$ cat src/design/tilt_pkg.sv
// shared types, constants and arctangent table for the tilt angle block
package tilt_pkg;

  localparam int ACC_FRAC     = 16;  // fraction bits of the cordic angle accumulator
  localparam int ATAN_ENTRIES = 24;
  localparam int SQRT_STEPS   = 17;  // bit pairs of a 34-bit radicand
  localparam int SQ_W         = 34;
  localparam int CORD_W       = 28;
  localparam int ZACC_W       = 25;
  localparam int ANG_W        = 26;
  localparam int CNT_W        = 5;
  localparam int CFG_IDX_W    = 2;

  localparam logic signed [17:0] GRAVITY_1G = 18'sd16384;
  localparam logic [SQ_W-1:0]    SQRT_BIT0  = 34'h1_0000_0000;

  typedef enum logic [CFG_IDX_W-1:0] {
    CFG_BASE_X     = 2'd0,
    CFG_BASE_Y     = 2'd1,
    CFG_BASE_Z     = 2'd2,
    CFG_TILT_LIMIT = 2'd3
  } cfg_idx_t;

  typedef enum logic [2:0] {
    ST_IDLE,
    ST_SQX,
    ST_SQZ,
    ST_SQRT,
    ST_CINIT,
    ST_CORD,
    ST_DONE
  } tilt_state_t;

  typedef struct packed {
    logic             load_in;
    logic             sq_x;
    logic             sq_z;
    logic             sqrt_step;
    logic             cord_init;
    logic             cord_step;
    logic             load_out;
    logic [CNT_W-1:0] step;
  } tilt_cmd_t;

  // atan(2^-i) in degrees, 16 fraction bits
  localparam logic [23:0] ATAN_DEG [ATAN_ENTRIES] = '{
    24'd2949120, 24'd1740967, 24'd919879, 24'd466945, 24'd234379, 24'd117304,
    24'd58666,   24'd29335,   24'd14668,  24'd7334,   24'd3667,   24'd1833,
    24'd917,     24'd458,     24'd229,    24'd115,    24'd57,     24'd29,
    24'd14,      24'd7,       24'd4,      24'd2,      24'd1,      24'd0
  };

endpackage

$ cat src/design/tilt_ctrl.sv
// sequencer for the tilt angle block: squares, square root, cordic, output hand-off
module tilt_ctrl
  import tilt_pkg::*;
#(
  parameter int CORDIC_STEPS = 16
) (
  input  logic      clk,
  input  logic      rst_n,
  input  logic      in_valid,
  output logic      in_ready,
  output logic      out_valid,
  input  logic      out_ready,
  output tilt_cmd_t cmd
);

  localparam int NUM_ROT = (CORDIC_STEPS < ATAN_ENTRIES) ? CORDIC_STEPS : ATAN_ENTRIES;
  localparam logic [CNT_W-1:0] ROT_LAST  = CNT_W'(NUM_ROT - 1);
  localparam logic [CNT_W-1:0] SQRT_LAST = CNT_W'(SQRT_STEPS - 1);

  tilt_state_t      state_r, state_nxt;
  logic [CNT_W-1:0] cnt_r, cnt_nxt;
  logic             out_valid_r, out_valid_nxt;

  always_ff @(posedge clk) begin
    if (!rst_n) begin
      state_r     <= ST_IDLE;
      cnt_r       <= '0;
      out_valid_r <= 1'b0;
    end else begin
      state_r     <= state_nxt;
      cnt_r       <= cnt_nxt;
      out_valid_r <= out_valid_nxt;
    end
  end

  always_comb begin
    state_nxt     = state_r;
    cnt_nxt       = cnt_r;
    out_valid_nxt = out_valid_r;
    in_ready      = 1'b0;
    cmd           = '0;
    cmd.step      = cnt_r;
    if (out_ready) begin
      out_valid_nxt = 1'b0;
    end
    case (state_r)
      ST_IDLE: begin
        in_ready = 1'b1;
        if (in_valid) begin
          cmd.load_in = 1'b1;
          state_nxt   = ST_SQX;
        end
      end
      ST_SQX: begin
        cmd.sq_x  = 1'b1;
        state_nxt = ST_SQZ;
      end
      ST_SQZ: begin
        cmd.sq_z  = 1'b1;
        cnt_nxt   = '0;
        state_nxt = ST_SQRT;
      end
      ST_SQRT: begin
        cmd.sqrt_step = 1'b1;
        cnt_nxt       = cnt_r + 1'b1;
        if (cnt_r == SQRT_LAST) begin
          state_nxt = ST_CINIT;
        end
      end
      ST_CINIT: begin
        cmd.cord_init = 1'b1;
        cnt_nxt       = '0;
        state_nxt     = ST_CORD;
      end
      ST_CORD: begin
        cmd.cord_step = 1'b1;
        cnt_nxt       = cnt_r + 1'b1;
        if (cnt_r == ROT_LAST) begin
          state_nxt = ST_DONE;
        end
      end
      ST_DONE: begin
        // wait here while the output register still holds an untaken result
        if (!out_valid_r || out_ready) begin
          cmd.load_out  = 1'b1;
          out_valid_nxt = 1'b1;
          state_nxt     = ST_IDLE;
        end
      end
      default: begin
        state_nxt = ST_IDLE;
      end
    endcase
  end

  assign out_valid = out_valid_r;

endmodule

$ cat src/design/tilt_dp.sv
// datapath: offsets, shared squarer, bit-pair square root, cordic vectoring, rounding and flags
module tilt_dp
  import tilt_pkg::*;
#(
  parameter int ANGLE_FRAC_BITS = 8
) (
  input  logic                 clk,
  input  logic                 rst_n,
  input  tilt_cmd_t            cmd,
  input  logic                 cfg_we,
  input  logic [CFG_IDX_W-1:0] cfg_index,
  input  logic [15:0]          cfg_data,
  input  logic signed [15:0]   in_accel_x,
  input  logic signed [15:0]   in_accel_y,
  input  logic signed [15:0]   in_accel_z,
  output logic signed [15:0]   out_tilt_angle,
  output logic                 out_over_limit,
  output logic                 out_rising
);

  localparam int RND_SHIFT = ACC_FRAC - ANGLE_FRAC_BITS;
  localparam logic signed [ANG_W-1:0] RND_HALF  = ANG_W'(1) << (RND_SHIFT - 1);
  localparam logic signed [ANG_W-1:0] ANG_LIM   = ANG_W'(90) << ANGLE_FRAC_BITS;
  localparam logic signed [ANG_W-1:0] ANG_MAX16 = ANG_W'(32767);
  localparam logic signed [ANG_W-1:0] ANG_MIN16 = -ANG_W'(32768);

  // configuration
  logic signed [15:0] base_x_r, base_y_r, base_z_r;
  logic [14:0]        limit_r;
  logic signed [15:0] prev_r;

  // working registers
  logic signed [16:0]        dx_r, dy_r;
  logic signed [17:0]        dz_r;
  logic [SQ_W-1:0]           sq_r, res_r, bit_r;
  logic signed [CORD_W-1:0]  x_r, y_r;
  logic signed [ZACC_W-1:0]  z_r;
  logic signed [15:0]        angle_out_r;
  logic                      over_out_r, rise_out_r;

  logic signed [17:0]        mul_op;
  logic signed [35:0]        mul_prod;
  logic [SQ_W:0]             trial;
  logic signed [CORD_W-1:0]  xs, ys;
  logic signed [ZACC_W-1:0]  atan_step;
  logic signed [ANG_W-1:0]   rnd_sum, rnd, clamped;
  logic signed [15:0]        angle16;
  logic                      zero_vec;

  always_ff @(posedge clk) begin
    if (!rst_n) begin
      base_x_r <= '0;
      base_y_r <= '0;
      base_z_r <= '0;
      limit_r  <= 15'd1792;
      prev_r   <= '0;
    end else begin
      if (cfg_we) begin
        case (cfg_index)
          CFG_BASE_X:     base_x_r <= cfg_data;
          CFG_BASE_Y:     base_y_r <= cfg_data;
          CFG_BASE_Z:     base_z_r <= cfg_data;
          CFG_TILT_LIMIT: limit_r  <= cfg_data[14:0];
          default: ;
        endcase
      end
      if (cmd.load_out) begin
        prev_r <= angle16;
      end
    end
  end

  // one multiplier shared by both squares
  assign mul_op   = cmd.sq_x ? {dx_r[16], dx_r} : dz_r;
  assign mul_prod = mul_op * mul_op;

  assign trial     = {1'b0, res_r} + {1'b0, bit_r};
  assign xs        = x_r >>> cmd.step;
  assign ys        = y_r >>> cmd.step;
  assign atan_step = ZACC_W'(ATAN_DEG[cmd.step]);

  always_ff @(posedge clk) begin
    if (cmd.load_in) begin
      dx_r <= 17'(in_accel_x) - 17'(base_x_r);
      dy_r <= 17'(in_accel_y) - 17'(base_y_r);
      dz_r <= 18'(in_accel_z) - GRAVITY_1G + 18'(base_z_r);
    end
    if (cmd.sq_x) begin
      sq_r  <= mul_prod[SQ_W-1:0];
      res_r <= '0;
      bit_r <= SQRT_BIT0;
    end
    if (cmd.sq_z) begin
      sq_r <= sq_r + mul_prod[SQ_W-1:0];
    end
    if (cmd.sqrt_step) begin
      if ({1'b0, sq_r} >= trial) begin
        sq_r  <= sq_r - trial[SQ_W-1:0];
        res_r <= (res_r >> 1) + bit_r;
      end else begin
        res_r <= res_r >> 1;
      end
      bit_r <= bit_r >> 2;
    end
    if (cmd.cord_init) begin
      x_r <= CORD_W'({res_r[16:0], 8'd0});
      y_r <= CORD_W'($signed({dy_r, 8'd0}));
      z_r <= '0;
    end
    if (cmd.cord_step) begin
      if (!y_r[CORD_W-1]) begin
        x_r <= x_r + ys;
        y_r <= y_r - xs;
        z_r <= z_r + atan_step;
      end else begin
        x_r <= x_r - ys;
        y_r <= y_r + xs;
        z_r <= z_r - atan_step;
      end
    end
    if (cmd.load_out) begin
      angle_out_r <= angle16;
      over_out_r  <= angle16 > $signed({1'b0, limit_r});
      rise_out_r  <= (angle16 > 16'sd0) && (angle16 >= prev_r);
    end
  end

  // round half up, then clamp to +-90 degrees and the 16-bit range; a zero vector gives 0
  assign zero_vec = (res_r == '0) && (dy_r == '0);
  assign rnd_sum  = ANG_W'(z_r) + RND_HALF;
  assign rnd      = rnd_sum >>> RND_SHIFT;

  always_comb begin
    clamped = rnd;
    if (zero_vec) begin
      clamped = '0;
    end else if (rnd > ANG_LIM) begin
      clamped = ANG_LIM;
    end else if (rnd < -ANG_LIM) begin
      clamped = -ANG_LIM;
    end
    if (clamped > ANG_MAX16) begin
      clamped = ANG_MAX16;
    end else if (clamped < ANG_MIN16) begin
      clamped = ANG_MIN16;
    end
    angle16 = clamped[15:0];
  end

  assign out_tilt_angle = angle_out_r;
  assign out_over_limit = over_out_r;
  assign out_rising     = rise_out_r;

endmodule

$ cat src/design/accel_tilt_angle.sv
// Tilt angle from one accelerometer triple: atan2(dy, sqrt(dx^2 + dz^2)) in degrees.
// Input channel: in_valid/in_ready with in_accel_x/y/z, signed 16-bit raw samples.
// Result channel: out_valid/out_ready with out_tilt_angle (signed, ANGLE_FRAC_BITS
// fraction bits), out_over_limit (angle above tilt_limit) and out_rising (angle
// positive and not below the previous result).
// Config channel: cfg_valid/cfg_ready with cfg_index and cfg_data; index 0..3 write
// base_x, base_y, base_z and tilt_limit. Always ready; write only while idle.
// Sequence: after the input transfer the block squares dx and dz, takes the square
// root one bit pair per cycle, then runs one cordic micro-rotation per cycle, and
// rounds and clamps the angle into the output register. Items are processed one at
// a time: a new item is taken only once the last has reached the output register.
// A finished result sits in the output register; a new item is taken meanwhile,
// but its result waits in the last step until the receiver takes the old one.
// Reset (synchronous, rst_n low) clears offsets to 0, tilt_limit to 1792 and the
// previous angle to 0, and empties the output register.
module accel_tilt_angle
  import tilt_pkg::*;
#(
  parameter int ANGLE_FRAC_BITS = 8,
  parameter int CORDIC_STEPS    = 16
) (
  input  logic                 clk,
  input  logic                 rst_n,
  input  logic                 in_valid,
  output logic                 in_ready,
  input  logic signed [15:0]   in_accel_x,
  input  logic signed [15:0]   in_accel_y,
  input  logic signed [15:0]   in_accel_z,
  output logic                 out_valid,
  input  logic                 out_ready,
  output logic signed [15:0]   out_tilt_angle,
  output logic                 out_over_limit,
  output logic                 out_rising,
  input  logic                 cfg_valid,
  output logic                 cfg_ready,
  input  logic [CFG_IDX_W-1:0] cfg_index,
  input  logic [15:0]          cfg_data
);

  tilt_cmd_t cmd;

  assign cfg_ready = 1'b1;

  tilt_ctrl #(
    .CORDIC_STEPS(CORDIC_STEPS)
  ) u_ctrl (
    .clk      (clk),
    .rst_n    (rst_n),
    .in_valid (in_valid),
    .in_ready (in_ready),
    .out_valid(out_valid),
    .out_ready(out_ready),
    .cmd      (cmd)
  );

  tilt_dp #(
    .ANGLE_FRAC_BITS(ANGLE_FRAC_BITS)
  ) u_dp (
    .clk           (clk),
    .rst_n         (rst_n),
    .cmd           (cmd),
    .cfg_we        (cfg_valid),
    .cfg_index     (cfg_index),
    .cfg_data      (cfg_data),
    .in_accel_x    (in_accel_x),
    .in_accel_y    (in_accel_y),
    .in_accel_z    (in_accel_z),
    .out_tilt_angle(out_tilt_angle),
    .out_over_limit(out_over_limit),
    .out_rising    (out_rising)
  );

endmodule
$ cat config.mk
export PLATFORM = sky130hd
export DESIGN_NAME = accel_tilt_angle
export DESIGN_NICKNAME = d
export VERILOG_FILES = /design/src/design/tilt_pkg.sv /design/src/design/tilt_ctrl.sv /design/src/design/tilt_dp.sv /design/src/design/accel_tilt_angle.sv
export SDC_FILE = /design/constraint.sdc
export NUM_CORES = 2
export LEC_CHECK = 0
export BUFFER_PORTS_ARGS = -buffer_cell sky130_fd_sc_hd__buf_2
export CAP_MARGIN = 20
export CORE_MARGIN = 10
export CORE_UTILIZATION = 55
export CTS_CLUSTER_SIZE = 10
export DETAILED_ROUTE_END_ITERATION = 10
export GPL_TIMING_DRIVEN = 0
export PLACE_DENSITY = 0.76
export SKIP_LAST_GASP = 1
export SYNTH_ARGS = -nofsm -noshare
export SYNTH_HDL_FRONTEND = slang
export SYNTH_SLANG_ARGS = --single-unit
$ cat constraint.sdc
create_clock -name clk -period 10.4 [get_ports clk]
set_clock_uncertainty 0.15 [all_clocks]
set_input_delay 2.08 -clock clk [delete_from_list [all_inputs] [get_ports clk]]
set_output_delay 2.08 -clock clk [all_outputs]
set_load 0.1 [all_outputs]
==> results.yml <==
sta:
  hold_viol_final: 0
  fmax_mhz: 99.4
  slew_violations: 0
  worst_pin_slew_ns: 1.20
  setup_viol: 0
  fin_ws_ns: 0.343
  slew_headroom_pct: 19.5
  finalSetupTns_ns: 0
  min_period_ns: 10.06
  fin_crit_sh_pct: 96.7
die:
  die-area_um2: 84100
  die_w_um: 290
  core.rowCount: 98
  fp.dieH_um: 290
  core_um2: 71900
  start_util_pct: 55.8
  io_pins: 92
worst_setup_path:
  start_kind: "register"
  cp_common_cell: "fa_1"
  r2r_setup_slack_ns: 0.34
  end_kind: "register"
  reg2reg_to: "u_dp.sq_r[33]$_DFF_P_"
  cp.required_ns: 10.73
  cp.arrival_ns: 10.39
  crit_fanout: 10
  reg2reg_depth: 39
  critPathMaxStageDelay_ns: 0.59
  crit_slowest_cell: "fa_1"
  critPathKind: "register to register"
  worstReg2RegStart: "u_ctrl.state_r[0]$_SDFFE_PN0P_"
synthesis:
  netlist_top_cells_count: "inv_1, nand2_1, ha_1, nor2_1, a21oi_1"
  seq_area_frac_synth_pct: 21.2
  ys_warn_count: 0
  ys_top_cells_by_area: "edfxtp_1, fa_1, ha_1, dfxtp_1, inv_1"
  netlist_area_um2: 40100
  syn-num-nets: 5365
  synth-edff-count: 201
  synth.most_common_cell: "inv_1"
  ys_seq_elements: 324
  synthArstFlopShare_pct: 0
  synth_cell_types: 101
  synth_top_cell_area_share_pct: 15.1
  avgSynthCellArea_um2: 8.68
  netlist_instances: 4617
  synth_top_area_cell: "edfxtp_1"
  synth_top_flop_cell: "edfxtp_1"
final_layout:
  area_delta_synth_final_pct: 8.96
  finalNonFillerCells: 5759
  nFillCells: 6327
  diodes: 0
  utilization_pct: 60.8
  drive_gt1_share_pct: 8.82
  fin_nets: 5523
routing:
  first_pass_iters: 6
  vias: 34700
  drtIter0Drc: 3353
  drc: 0
  viasPerCell: 6.03
  ant_nets: 0
  wirelength_um: 122000
  wl_per_cell_um: 21.1
placement:
  dp_hpwl_um: 96500
  pre_cts_ws_ns: -1.75
  io_buffers: 88
  place_inst: 5661
  place_congestion: 0.991
global_route:
  antenna_found_initial: 2
  grt_max_degree: 59
  grt_overflow: 0
  grt_pass1_wl_um: 190000
  grt_pass1_vias: 34300
  grt.total_usage_pct: 28.0
job:
  cap_violations: 0
cts:
  cts.path.max_buffers: 3
  cts_tree: "done"
  h-tree-depth: 2
  clkLatencyLatePin_ns: 0.62
  clockRootBuffer: "clkbuf_16"
  cts_sinks: 324
  holdBufCountCts: 0
  cts_buffers: 42
  path_clk_slew_ns: 0.06
status:
  run_status: "completed"
worst_hold_path:
  worstHoldStart: "u_dp.limit_r[13]$_SDFFE_PN0P_"
  hold_path.class: "register to register"
  hold_end: "u_dp.limit_r[13]$_SDFFE_PN0P_"
  hold_depth: 2
==> cell type report <==
class	instances	area [um^2]	share of cell area, %
Multi-Input combinational cell	3529	28700	65.6
Tap cell	950	1190	2.72
Buffer	174	975	2.23
Clock buffer	67	1220	2.80
Inverter	585	2220	5.08
Clock inverter	11	156	0.358
Timing Repair inverter	1	5.00	0.0115
Timing Repair Buffer	118	743	1.70
Sequential cell	324	8500	19.5
==> sequential cells by signal, summed over array words and instances (netlist names), 17 cells and up <==
register / count
u_dp.dz_r: 18
u_dp.y_r: 28
u_dp.dx_r: 17
u_dp.bit_r: 17
u_dp.z_r: 25
u_dp.res_r: 34
u_dp.x_r: 28
u_dp.sq_r: 34
u_dp.dy_r: 17
==> critical path: cells and delay by family, from the launching register on <==
family / cells / cell delay, ns
AOI/OAI and AO/OA: 14 / 3.01
xor gates and xnor gates: 1 / 0.18
adders and majority gates: 8 / 3.86
buffers and inverters: 9 / 1.16
DFF: 1 / 0.32
muxes: 1 / 0.33
and+or+nand+nor: 6 / 0.86
==> layout by cell type (no fill, tap or decap), drive strengths merged, types with 72 or more instances in the layout <==
master	netlist	routed
edfxtp	201	201
clkbuf	126	181
xor2	130	130
dfxtp	123	123
xnor2	195	195
a21oi	320	320
a21o	72	72
fa	296	296
ha	381	381
nand3	74	74
nor2	371	371
buf	53	177
o21ai	240	240
nand2	561	561
mux4	77	77
inv	579	576
==> logic make-up after synthesis <==
group	after synthesis	synth area share [%]
buf+inv	764	7.71
xor+xnor	325	7.10
mux	129	5.81
other cells	1	0.00935
simple gates	1373	15.5
flops	324	21.2
compound gates	1024	16.0
fa+ha+maj	677	26.7
==> worst max path at each step <==
| stage | from | endpoint | slack [ns] | depth (start not counted) |
|---|---|---|---|---|
| 4_1_cts | u_ctrl.state_r[1]$_SDFFE_PN0P_ | u_dp.sq_r[33]$_DFF_P_ | 0.03 | 39 |
| 3_3_place_gp | u_ctrl.state_r[0]$_SDFFE_PN0P_ | u_dp.sq_r[33]$_DFF_P_ | -1.70 | 36 |
| 6_report | u_ctrl.state_r[0]$_SDFFE_PN0P_ | u_dp.sq_r[33]$_DFF_P_ | 0.34 | 39 |
| 2_1_floorplan | u_ctrl.state_r[0]$_SDFFE_PN0P_ | u_dp.sq_r[33]$_DFF_P_ | 0.82 | 39 |
| 5_1_grt | u_ctrl.state_r[0]$_SDFFE_PN0P_ | u_dp.sq_r[33]$_DFF_P_ | -0.06 | 38 |
| 3_5_place_dp | u_ctrl.state_r[0]$_SDFFE_PN0P_ | u_dp.sq_r[33]$_DFF_P_ | -1.75 | 36 |
==> layer usage <==
| layer | routed length, um | global-route usage [%] | up-vias | part of all wire [%] |
|---|---|---|---|---|
| li1 | - | - | 16200 | - |
| met1 | 51500 | 37.9 | 16800 | 42 |
| met2 | 54100 | 44.1 | 1589 | 45 |
| met3 | 12500 | 6.45 | 222 | 10 |
| met4 | 3550 | 8.29 | 0 | 2.9 |
| met5 | 0 | 0 | - | 0 |
==> through the flow <==
stage               cell area, um^2  hold WS [ns]
floorplan                     40100         0.286
global placement              41700         0.293
detailed placement            41800         0.297
CTS                           43300         0.305
global route                  43700         0.318
finish                        43700         0.304
==> timing repair <==
action                                 CTS  global route
pin swaps                                0             2
gates cloned                             0             1
setup endpoints to repair               18             9
endpoints found under the hold margin    0             0
gates resized for setup                 44            67
buffers inserted                         0            22
Power is left out: the tool's default activity adds up to more than one toggle a clock period on the data nets, which glitch-free logic cannot reach.
